$ cat config.mk
export PLATFORM = sky130hd
export DESIGN_NAME = hbs_cmd_queue
export DESIGN_NICKNAME = d
export VERILOG_FILES = /design/src/hw/rtl/hbs_pkg.sv /design/src/hw/rtl/hbs_cmd_queue.sv
export SDC_FILE = /design/constraint.sdc
export NUM_CORES = 1
export LEC_CHECK = 0
export BUFFER_PORTS_ARGS = -buffer_cell sky130_fd_sc_hd__buf_2
export CAP_MARGIN = 15
export CORE_UTILIZATION = 47
export CTS_CLUSTER_SIZE = 40
export DETAILED_ROUTE_END_ITERATION = 12
export PLACE_DENSITY = 0.75
export SLEW_MARGIN = 15
export SYNTH_ARGS = -nofsm -noshare
export SYNTH_HDL_FRONTEND = slang
export SYNTH_SLANG_ARGS = --single-unit
$ cat constraint.sdc
create_clock -name clk -period 5.9 [get_ports clk]
set_input_delay 1.18 -clock clk [delete_from_list [all_inputs] [get_ports clk]]
set_output_delay 1.18 -clock clk [all_outputs]
set_load 0.1 [all_outputs]
$ cat src/hw/rtl/hbs_pkg.sv
// Shared types and constants of the heightmap bilinear sampler.
`default_nettype none
package hbs_pkg;

    // Command codes on the action field.
    localparam logic [1:0] ACT_LOAD    = 2'd0;
    localparam logic [1:0] ACT_QUERY   = 2'd1;
    localparam logic [1:0] ACT_RESTART = 2'd2;

    // Configuration register indexes.
    localparam logic [2:0] REG_SIDE       = 3'd0;
    localparam logic [2:0] REG_EXTENT     = 3'd1;
    localparam logic [2:0] REG_HALF_SCALE = 3'd2;
    localparam logic [2:0] REG_NORM_FLOOR = 3'd3;
    localparam logic [2:0] REG_NORM_CEIL  = 3'd4;
    localparam logic [2:0] REG_GAIN       = 3'd5;
    localparam logic [2:0] REG_LEAST      = 3'd6;
    localparam logic [2:0] REG_EDGE       = 3'd7;

    // Extremes after a restart.
    localparam logic signed [23:0] ELEV_MAX = 24'sh7FFFFF;
    localparam logic signed [23:0] ELEV_MIN = -24'sh800000;

    typedef enum logic [1:0] {
        CMD_LOAD,
        CMD_QUERY,
        CMD_RESTART
    } cmd_kind_t;

    // One queued command.
    typedef struct packed {
        cmd_kind_t          kind;
        logic signed [23:0] sample;
        logic signed [31:0] east_west;
        logic signed [31:0] north_south;
        logic signed [31:0] offset;
    } cmd_t;

    // Configuration register file.
    typedef struct packed {
        logic [8:0]  side;
        logic [30:0] extent;
        logic [16:0] half_scale;
        logic [16:0] norm_floor;
        logic [16:0] norm_ceil;
        logic [15:0] gain;
        logic [7:0]  least;
        logic        edge_ofs;
    } cfg_t;

    typedef enum logic [3:0] {
        ST_IDLE,
        ST_HALF,
        ST_NORM_START,
        ST_NORM_WAIT,
        ST_INDEX,
        ST_SPLIT,
        ST_ROWBASE,
        ST_READ,
        ST_LERP0,
        ST_LERP1,
        ST_LERP2,
        ST_LERP3,
        ST_LERP4,
        ST_SCALE0,
        ST_SCALE1
    } core_state_t;

endpackage
`default_nettype wire

$ cat src/hw/rtl/hbs_cmd_queue.sv
// Front end: accepts commands, drops unknown codes and queues the rest.
`default_nettype none
module hbs_cmd_queue (
    input  wire logic               clk,
    input  wire logic               rst_n,
    input  wire logic               start,
    input  wire logic [1:0]         action,
    input  wire logic signed [23:0] elevation_sample,
    input  wire logic signed [31:0] east_west,
    input  wire logic signed [31:0] north_south,
    input  wire logic signed [31:0] height_offset,
    output logic                    busy,
    output logic                    q_valid,
    output hbs_pkg::cmd_t           q_entry,
    input  wire logic               q_pop
);

    hbs_pkg::cmd_t entry_reg [2];
    logic          wr_ptr_reg;
    logic          rd_ptr_reg;
    logic [1:0]    fill_reg;
    logic          push;
    hbs_pkg::cmd_t new_entry;

    // Classify the incoming command.
    always_comb
    begin
        new_entry.sample      = elevation_sample;
        new_entry.east_west   = east_west;
        new_entry.north_south = north_south;
        new_entry.offset      = height_offset;
        new_entry.kind        = hbs_pkg::CMD_LOAD;
        push                  = 1'b0;
        unique case (action)
            hbs_pkg::ACT_LOAD:
            begin
                new_entry.kind = hbs_pkg::CMD_LOAD;
                push           = start && !busy;
            end
            hbs_pkg::ACT_QUERY:
            begin
                new_entry.kind = hbs_pkg::CMD_QUERY;
                push           = start && !busy;
            end
            hbs_pkg::ACT_RESTART:
            begin
                new_entry.kind = hbs_pkg::CMD_RESTART;
                push           = start && !busy;
            end
            default:
            begin
                push = 1'b0;
            end
        endcase
    end

    assign busy    = (fill_reg == 2'd2);
    assign q_valid = (fill_reg != 2'd0);
    assign q_entry = entry_reg[rd_ptr_reg];

    // Queue storage.
    always_ff @(posedge clk)
    begin
        if (push)
        begin
            entry_reg[wr_ptr_reg] <= new_entry;
        end
    end

    // Queue pointers and fill level.
    always_ff @(posedge clk or negedge rst_n)
    begin
        if (!rst_n)
        begin
            wr_ptr_reg <= 1'b0;
            rd_ptr_reg <= 1'b0;
            fill_reg   <= 2'd0;
        end
        else
        begin
            if (push)
            begin
                wr_ptr_reg <= !wr_ptr_reg;
            end
            if (q_pop)
            begin
                rd_ptr_reg <= !rd_ptr_reg;
            end
            if (push && !q_pop)
            begin
                fill_reg <= fill_reg + 2'd1;
            end
            else if (q_pop && !push)
            begin
                fill_reg <= fill_reg - 2'd1;
            end
        end
    end

endmodule
`default_nettype wire

== After elaboration in Yosys (flattened, before gate mapping) ==
Memory sizes are Yosys's and may differ from the RTL's.
Cells that the tools add are included.
W data, S select, Z words.

* Register bits: 4
* RAM bits: 244
* Output and inout bits: 124
* Logic and storage cells: 27
* Memories kept: 1

* $add $sub $neg: 2
* Eq/ne operators: 3
* Muxes and demuxes: 6
* Reduce and logical (&&, ||, !) cells: 12

{| class="wikitable"
|+ Memories
! name !! depth !! bits a word !! rd ports !! clocked after Yosys merged registers in !! wr ports !! RTL line !! RTL
|-
| entry_reg || 2 || 122 || 1 || 0 || 1 || hbs_cmd_queue.sv:18 || <nowiki>hbs_pkg::cmd_t entry_reg [2];</nowiki>
|}

{| class="wikitable"
|+ Operators by type and width
! cell !! number
|-
| $logic_not A1 Y1 || 5
|-
| $eq A2 B2 Y1 const B || 2
|-
| $mux W2 || 2
|-
| $pmux W2 S2 || 1
|-
| $reduce_bool A2 Y1 || 2
|-
| $logic_and A1 B1 Y1 || 3
|-
| $mux W1 || 3
|-
| $reduce_or A3 Y1 || 1
|-
| $add A2 B1 Y2 const B || 1
|-
| $eq A2 B1 Y1 const B || 1
|-
| $logic_not A2 Y1 || 1
|-
| $sub A2 B1 Y2 const B || 1
|}

== Depth between registers and ports, before layout ==
Gate-level depths: netlist of run 1.

* Depth after elaboration: 8
* Depth in mapped cells: 7
* Depth with buffers taken out: 7

== Worst setup path after synthesis of run 1 ==
Ideal clock, no wire load.

* Path type: input-to-reg
* Start: input port action[1]
* End: memory entry_reg[0][0] in the netlist's numbering, enable pin
* Setup time: 0.605 ns
* Arrival: 6.467 ns
* Path slack: -1.172 ns
* Stages: 3
* Buffers on the path: 0
* Cell sequence: nand2_1 nand3b_1 nor2_1

* Cells in the longest elaborated chain, start to end: 5

{| class="wikitable"
|+ Ends and longest elaborated chain
! what !! RTL line !! RTL
|-
| start: declaration || hbs_cmd_queue.sv:7 || <nowiki>input wire logic [1:0] action,</nowiki>
|-
| $eq A2 B2 Y1 (tied with other cells) || hbs_cmd_queue.sv:34 || <nowiki>unique case (action)</nowiki>
|-
| $reduce_or A3 Y1 (no source line) (*) || n/a ||
|-
| $mux W1 (*) || n/a ||
|-
| $mux W1 (*) || hbs_cmd_queue.sv:64 || <nowiki>if (push)</nowiki>
|-
| $mux W1 (not written as such) (*) || hbs_cmd_queue.sv:66 || <nowiki>entry_reg[wr_ptr_reg] <= new_entry;</nowiki>
|-
| end: declaration || hbs_cmd_queue.sv:18 ||
|}

Every way passes the cells marked *; elsewhere a longest branch is shown, timed or not.

==> impl_metrics.csv, run 1 <==
group,metric,value,unit
clock_network,cts.hold.buffers_added,0,
placed_design,place_congestion,0.704,
synthesis,synth.mux.area_fraction,17.6,%
clock_network,cts.sinks,248,
grt,number_of_global_route_vias_before_repair,4911,
synthesis,post_synth_num_cell_types,16,
setup_path,regToRegStartpoint,"fill_reg[1]",
setup_path,worst-r2r-cell-count,4,
placed_design,post-place-ws,2490,ps
grt,final_global_route_overflow_total,0,
clock_network,cts_resized,0,
drt,first_pass_iters,4,
timing,skew,9.61,ps
synthesis,synthesis.area,9310,µm²
timing,setup_ws,1980,ps
placed_design,detailedPlacementHpwl,11000,µm
floorplan,fp-row-count,51,
layout,final_core_utilization,60.3,%
layout,final_layout_size_suffix_gt1_share,60.8,%
drt,drt.antenna.violating_nets,0,
timing,achievable-frequency,255,MHz
grt,grt_start_max_net_pins,95,
synthesis,adder_cell_share_of_the_synthesized_area,0.134,%
floorplan,start_util,47.8,%
synthesis,post-synth-top-area-cell,"sky130_fd_sc_hd__edfxtp_1",
placed_design,portBuffers,249,
timing,finalWorstPathRequiredPeriod,3920,ps
clock_network,clockBufferDepth,3,
clock_network,level_count_of_the_clock_h_tree,1,
layout,design.final.nets,795,
timing,timing_max_transition_violations_final,0,
timing,grt_setup_unrepaired,"false",
timing,report.final.hold_viol_count,0,
clock_network,clk-insertion-delay-late,520,ps
timing,report.final.setup_viol,0,
synthesis,synth_largest_type_area_fraction,78.7,%
drt,drt-wirelength-per-cell,17.7,µm
floorplan,core-area,19500,µm²
layout,largest_reg_flops,244,
timing,min_period_over_period,66.4,%
timing,max-slew-margin-rel,39.1,%
synthesis,ys.warnings.count,0,
setup_path,critPathArrivalTime,2740,ps
floorplan,chipHeight,143,µm
grt,grt_util_all_layers,16.2,%
setup_path,worstSetupEndpointType,"output pin",
hold_path,hold_class,"input pin to asynchronous set/reset pin",
grt,antenna_found_initial,1,
setup_path,critical_path.startpoint_type,"flop",
synthesis,synth_nets,529,
clock_network,clk_root_buf,"sky130_fd_sc_hd__clkbuf_16",
synthesis,synth_compound_gate_area_share,0,%
clock_network,clk_transition_reported_paths,60,ps
drt,drt_first_iter_violations,201,
floorplan,die_x,143,µm
setup_path,crit_path_max_fanout,86,
drt,num_vias,4605,
synthesis,synth_cells,402,
synthesis,area_share_of_xor_xnor_cells_in_the_synthesized_design,0.470,%
synthesis,synth.yosys.seq_area_share,79.8,%
run,timing.max_cap.violations,0,
synthesis,synthSimpleGateAreaFrac,0.511,%
synthesis,netlist_top_cells_area,"sky130_fd_sc_hd__edfxtp_1 79%, sky130_fd_sc_hd__mux2_4 11%, sky130_fd_sc_hd__mux2_2 6.3%",
drt,wirelength,16900,µm
run_status,status,"finished clean",
timing,setup_total_negative_slack,0,ps
floorplan,design.die.area,20400,µm²
timing,worst_pin_slew,912,ps
synthesis,synth_top_family_by_area,"multiplexers",
drt,route.detailed.drc,0,
setup_path,setup.worst_path.start,"rd_ptr_reg",
setup_path,crit_type,"flop to output pin",
synthesis,synth_seq_cells,248,
clock_network,post-cts-setup-buffers,0,
grt,grt_first_pass_wirelength,24900,µm
setup_path,crit_required,4720,ps
clock_network,number_of_buffers_added_by_the_clock_tree_synthesis_step,26,
layout,areaGrowthSynthToFinish,26.1,%
synthesis,synthesis.area_per_instance,23.2,µm²
floorplan,io-pin-count,250,
drt,drt-vias-per-instance,4.83,
clock_network,tritoncts,"done",
layout,fillers,1420,
## layout by cell type, fill, tap and decap left out, types with 2 or more instances in the layout
cell and n:
sky130_fd_sc_hd__mux2_4 70, sky130_fd_sc_hd__buf_2 249, sky130_fd_sc_hd__edfxtp_1 244, sky130_fd_sc_hd__clkbuf_1 2
sky130_fd_sc_hd__dfrtp_1 3, sky130_fd_sc_hd__clkinv_1 5, sky130_fd_sc_hd__nor2b_1 3, sky130_fd_sc_hd__inv_1 3
sky130_fd_sc_hd__xnor2_1 2, sky130_fd_sc_hd__nor2_4 2, sky130_fd_sc_hd__bufinv_16 5, sky130_fd_sc_hd__clkinv_2 5
sky130_fd_sc_hd__buf_12 3, sky130_fd_sc_hd__xor2_1 3, sky130_fd_sc_hd__clkinvlp_4 2, sky130_fd_sc_hd__clkbuf_16 27
sky130_fd_sc_hd__mux2_2 52
## routing by layer
| metal | global-route usage, % | routed length (µm) | vias to the layer above |
|---|---|---|---|
| li1 | - | - | 2131 |
| met1 | 18.3 | 6720 | 2245 |
| met2 | 28.7 | 8260 | 196 |
| met3 | 5.43 | 1390 | 33 |
| met4 | 5.72 | 489 | 0 |
| met5 | 0 | 0 | - |
## cell type report
cell class / count / area (µm²) / share of cell area (%)
inverters: 3 / 11.3 / 0.0959
clock inverters: 18 / 218 / 1.85
repair buffers: 252 / 1310 / 11.1
flip-flops and latches: 248 / 7430 / 63.3
well taps: 265 / 332 / 2.82
clock buffers: 29 / 683 / 5.82
diodes: 1 / 2.50 / 0.0213
multi-input cells: 137 / 1760 / 15.0
## metrics by stage
stage	std cells	hold slack, ps	instance area (µm²)
6_report	953	465	11700
5_1_grt	953	441	11700
4_1_cts	952	441	11700
3_5_place_dp	905	485	10800
3_3_place_gp	905	462	10800
2_1_floorplan	402	447	9310
## critical path: stages (launching register included)
cell                      delay [ps]
sky130_fd_sc_hd__dfrtp_4         890
sky130_fd_sc_hd__buf_12          520
sky130_fd_sc_hd__mux2_2          410
sky130_fd_sc_hd__buf_2           290
## cell families after synthesis
group         after synthesis
fa+ha+maj                   1
mux                       122
buf+inv                    17
simple gates                9
xor+xnor                    5
flops                     248
## cell usage after synthesis
library cell / number
sky130_fd_sc_hd__edfxtp_1: 244
sky130_fd_sc_hd__mux2_4: 70
sky130_fd_sc_hd__mux2_2: 52
sky130_fd_sc_hd__buf_6: 8
sky130_fd_sc_hd__buf_2: 5
sky130_fd_sc_hd__dfrtp_1: 4
sky130_fd_sc_hd__inv_1: 3
sky130_fd_sc_hd__nor2_1: 3
sky130_fd_sc_hd__nor2b_1: 3
sky130_fd_sc_hd__xor2_1: 3
sky130_fd_sc_hd__xnor2_1: 2
sky130_fd_sc_hd__buf_8: 1
sky130_fd_sc_hd__ha_1: 1
sky130_fd_sc_hd__nand2_1: 1
sky130_fd_sc_hd__nand3b_1: 1
sky130_fd_sc_hd__or2_2: 1
## path summary, 6_finish.rpt
check,endpoint,slack (ps)
min reg2reg,fill_reg[1],500
min in group clk,fill_reg[1],500
max,q_entry[15],1980
max in group asynchronous,rd_ptr_reg,5300
min,wr_ptr_reg,470
max reg2reg,entry_reg[1][65],3280
Power of run 1 is not shown: default switching activity piles up to over one toggle a cycle in this logic, so the estimate is an artifact.
==> run 2: changes to the inputs <==
--- a/config.mk
+++ b/config.mk
@@ -7,10 +7,10 @@
 export LEC_CHECK = 0
 export BUFFER_PORTS_ARGS = -buffer_cell sky130_fd_sc_hd__buf_2
 export CAP_MARGIN = 15
-export CORE_UTILIZATION = 47
+export CORE_UTILIZATION = 52
 export CTS_CLUSTER_SIZE = 40
 export DETAILED_ROUTE_END_ITERATION = 12
-export PLACE_DENSITY = 0.75
+export PLACE_DENSITY = 0.79
 export SLEW_MARGIN = 15
 export SYNTH_ARGS = -nofsm -noshare
 export SYNTH_HDL_FRONTEND = slang
==> constraint.sdc (replaced) <==
create_clock -name clk -period 4.1 [get_ports clk]
set_input_delay 0.82 -clock clk [delete_from_list [all_inputs] [get_ports clk]]
set_output_delay 0.82 -clock clk [all_outputs]
set_load 0.1 [all_outputs]
==> run 2 against run 1 <==
Against the previous run: utilization grew 6.3 points; sequential share of layout area rose by 0.72 points; final cell count is 4.3% lower; worst setup slack got worse by 1000 ps; die area decreased by 9.5%; clock skew fell by 4.7 ps; register-to-register slack worse by 1400 ps; critical path depth is the same; non-clock buffer count rose by 3; global-route usage grew 0.84 points; critical endpoint is now q_entry[112].
==> impl_metrics.csv, run 2 (synthesis results as in run 1) <==
group,metric,value,unit
grt,antenna_found_initial,1,
floorplan,design.die.area,18400,µm²
layout,num_antenna_cells,0,
placed_design,post-place-cells,868,
clock_network,clk_transition_reported_paths,60,ps
setup_path,critical_path.reg2reg.endpoint,"entry_reg[0][60]",
timing,timing_max_transition_violations_final,0,
setup_path,crit_path_max_fanout,58,
clock_network,clockBufferDepth,3,
layout,final_core_utilization,66.6,%
grt,grt_first_pass_wirelength,24000,µm
hold_path,hold_class,"input pin to asynchronous set/reset pin",
setup_path,crit_type,"flop to output pin",
layout,highest_count_cells_in_the_layout_ignoring_fill_and_taps,"249 x sky130_fd_sc_hd__buf_2, 244 x sky130_fd_sc_hd__edfxtp_1, 70 x sky130_fd_sc_hd__mux2_4",
setup_path,crit_required,3280,ps
drt,wirelength,16300,µm
setup_path,cp-endpoint,"q_entry[112]",
placed_design,post-place-ws,1440,ps
layout,areaGrowthSynthToFinish,24.7,%
timing,report.final.hold_viol_count,0,
timing,min_period_over_period,76.9,%
timing,finalWorstPathRequiredPeriod,3150,ps
drt,drt-vias-per-instance,5.01,
setup_path,worstSetupEndpointType,"output pin",
drt,route.layer.met1.wl,5870,µm
grt,final_global_route_overflow_total,0,
drt,route.detailed.drc,0,
clock_network,level_count_of_the_clock_h_tree,1,
drt,route.met2.wl,8550,µm
clock_network,tritoncts,"done",
layout,finish.cell_count_without_fillers,912,
grt,grt_util_all_layers,17.1,%
setup_path,critical_path.startpoint_type,"flop",
grt,number_of_global_route_vias_before_repair,4858,
run_status,status,"finished clean",
timing,achievable-frequency,317,MHz
setup_path,rrSetupSlack,1920,ps
clock_network,cts_resized,0,
floorplan,core-area,17400,µm²
clock_network,cts.sinks,248,
placed_design,place_congestion,0.695,
placed_design,portBuffers,249,
layout,layout_commonest_cell,"sky130_fd_sc_hd__buf_2",
setup_path,regToRegStartpoint,"fill_reg[1]",
clock_network,post-cts-setup-buffers,0,
floorplan,die_x,136,µm
layout,largest_reg_flops,244,
timing,max-slew-margin-rel,43.4,%
timing,setup_ws,946,ps
placed_design,detailedPlacementHpwl,10900,µm
floorplan,chipHeight,136,µm
drt,num_vias,4572,
timing,grt_setup_unrepaired,"false",
drt,drt_first_iter_violations,192,
clock_network,cts.hold.buffers_added,0,
layout,final_layout_size_suffix_gt1_share,60.8,%
timing,report.final.setup_viol,0,
floorplan,fp-row-count,48,
timing,skew,4.87,ps
drt,met3_wirelength,1550,µm
clock_network,number_of_buffers_added_by_the_clock_tree_synthesis_step,25,
run,timing.max_cap.violations,0,
drt,drt.antenna.violating_nets,0,
drt,drt-wirelength-per-cell,17.9,µm
clock_network,clk-insertion-delay-late,500,ps
grt,grt_start_max_net_pins,66,
layout,design.final.nets,797,
floorplan,start_util,53.4,%
setup_path,worst-r2r-cell-count,4,
setup_path,critPathArrivalTime,2330,ps
setup_path,setup.worst_path.start,"rd_ptr_reg",
floorplan,io-pin-count,250,
clock_network,clk_root_buf,"sky130_fd_sc_hd__clkbuf_16",
drt,first_pass_iters,4,
timing,worst_pin_slew,848,ps
layout,fillers,1149,
drt,uppermost_routed_layer,"met5",
[run 2: metrics by stage]
stage	setup TNS [ps]	hold slack (ps)	cell area (µm²)
after floorplan	-192960	447	9310
after global placement	0	467	10800
after detailed placement	0	502	10800
after CTS	0	103	11600
after global routing	0	114	11600
final	0	121	11600
[run 2: metal layers]
layer | GRT usage, % | vias to the layer above
li1 | - | 2132
met1 | 18.9 | 2214
met2 | 31.2 | 195
met3 | 5.27 | 29
met4 | 5.24 | 2
met5 | 0 | -
[run 2: how the worst min path moves through the flow]
stage          cells after the start           to   startpoint
2_1_floorplan                      1  fill_reg[1]  fill_reg[1]
3_3_place_gp                       1  fill_reg[1]  fill_reg[1]
3_5_place_dp                       1  fill_reg[1]  fill_reg[1]
4_1_cts                            1  fill_reg[0]        rst_n
5_1_grt                            1   wr_ptr_reg        rst_n
6_report                           1   wr_ptr_reg        rst_n
[run 2: area by class of cell]
cell class	count	area [µm²]	area share, %
Timing Repair Buffer	255	1350	11.7
Inverter	3	11.3	0.0970
Clock inverter	16	136	1.18
Sequential cell	248	7430	64.0
Clock buffer	28	637	5.49
Multi-Input combinational cell	137	1760	15.1
Tap cell	225	282	2.43
[run 2: critical path: stages (launching register included)]
cell	delay, ps
sky130_fd_sc_hd__dfrtp_4	420
sky130_fd_sc_hd__buf_4	650
sky130_fd_sc_hd__mux2_2	310
sky130_fd_sc_hd__buf_2	420
Power of run 2 is left out for the same reason.
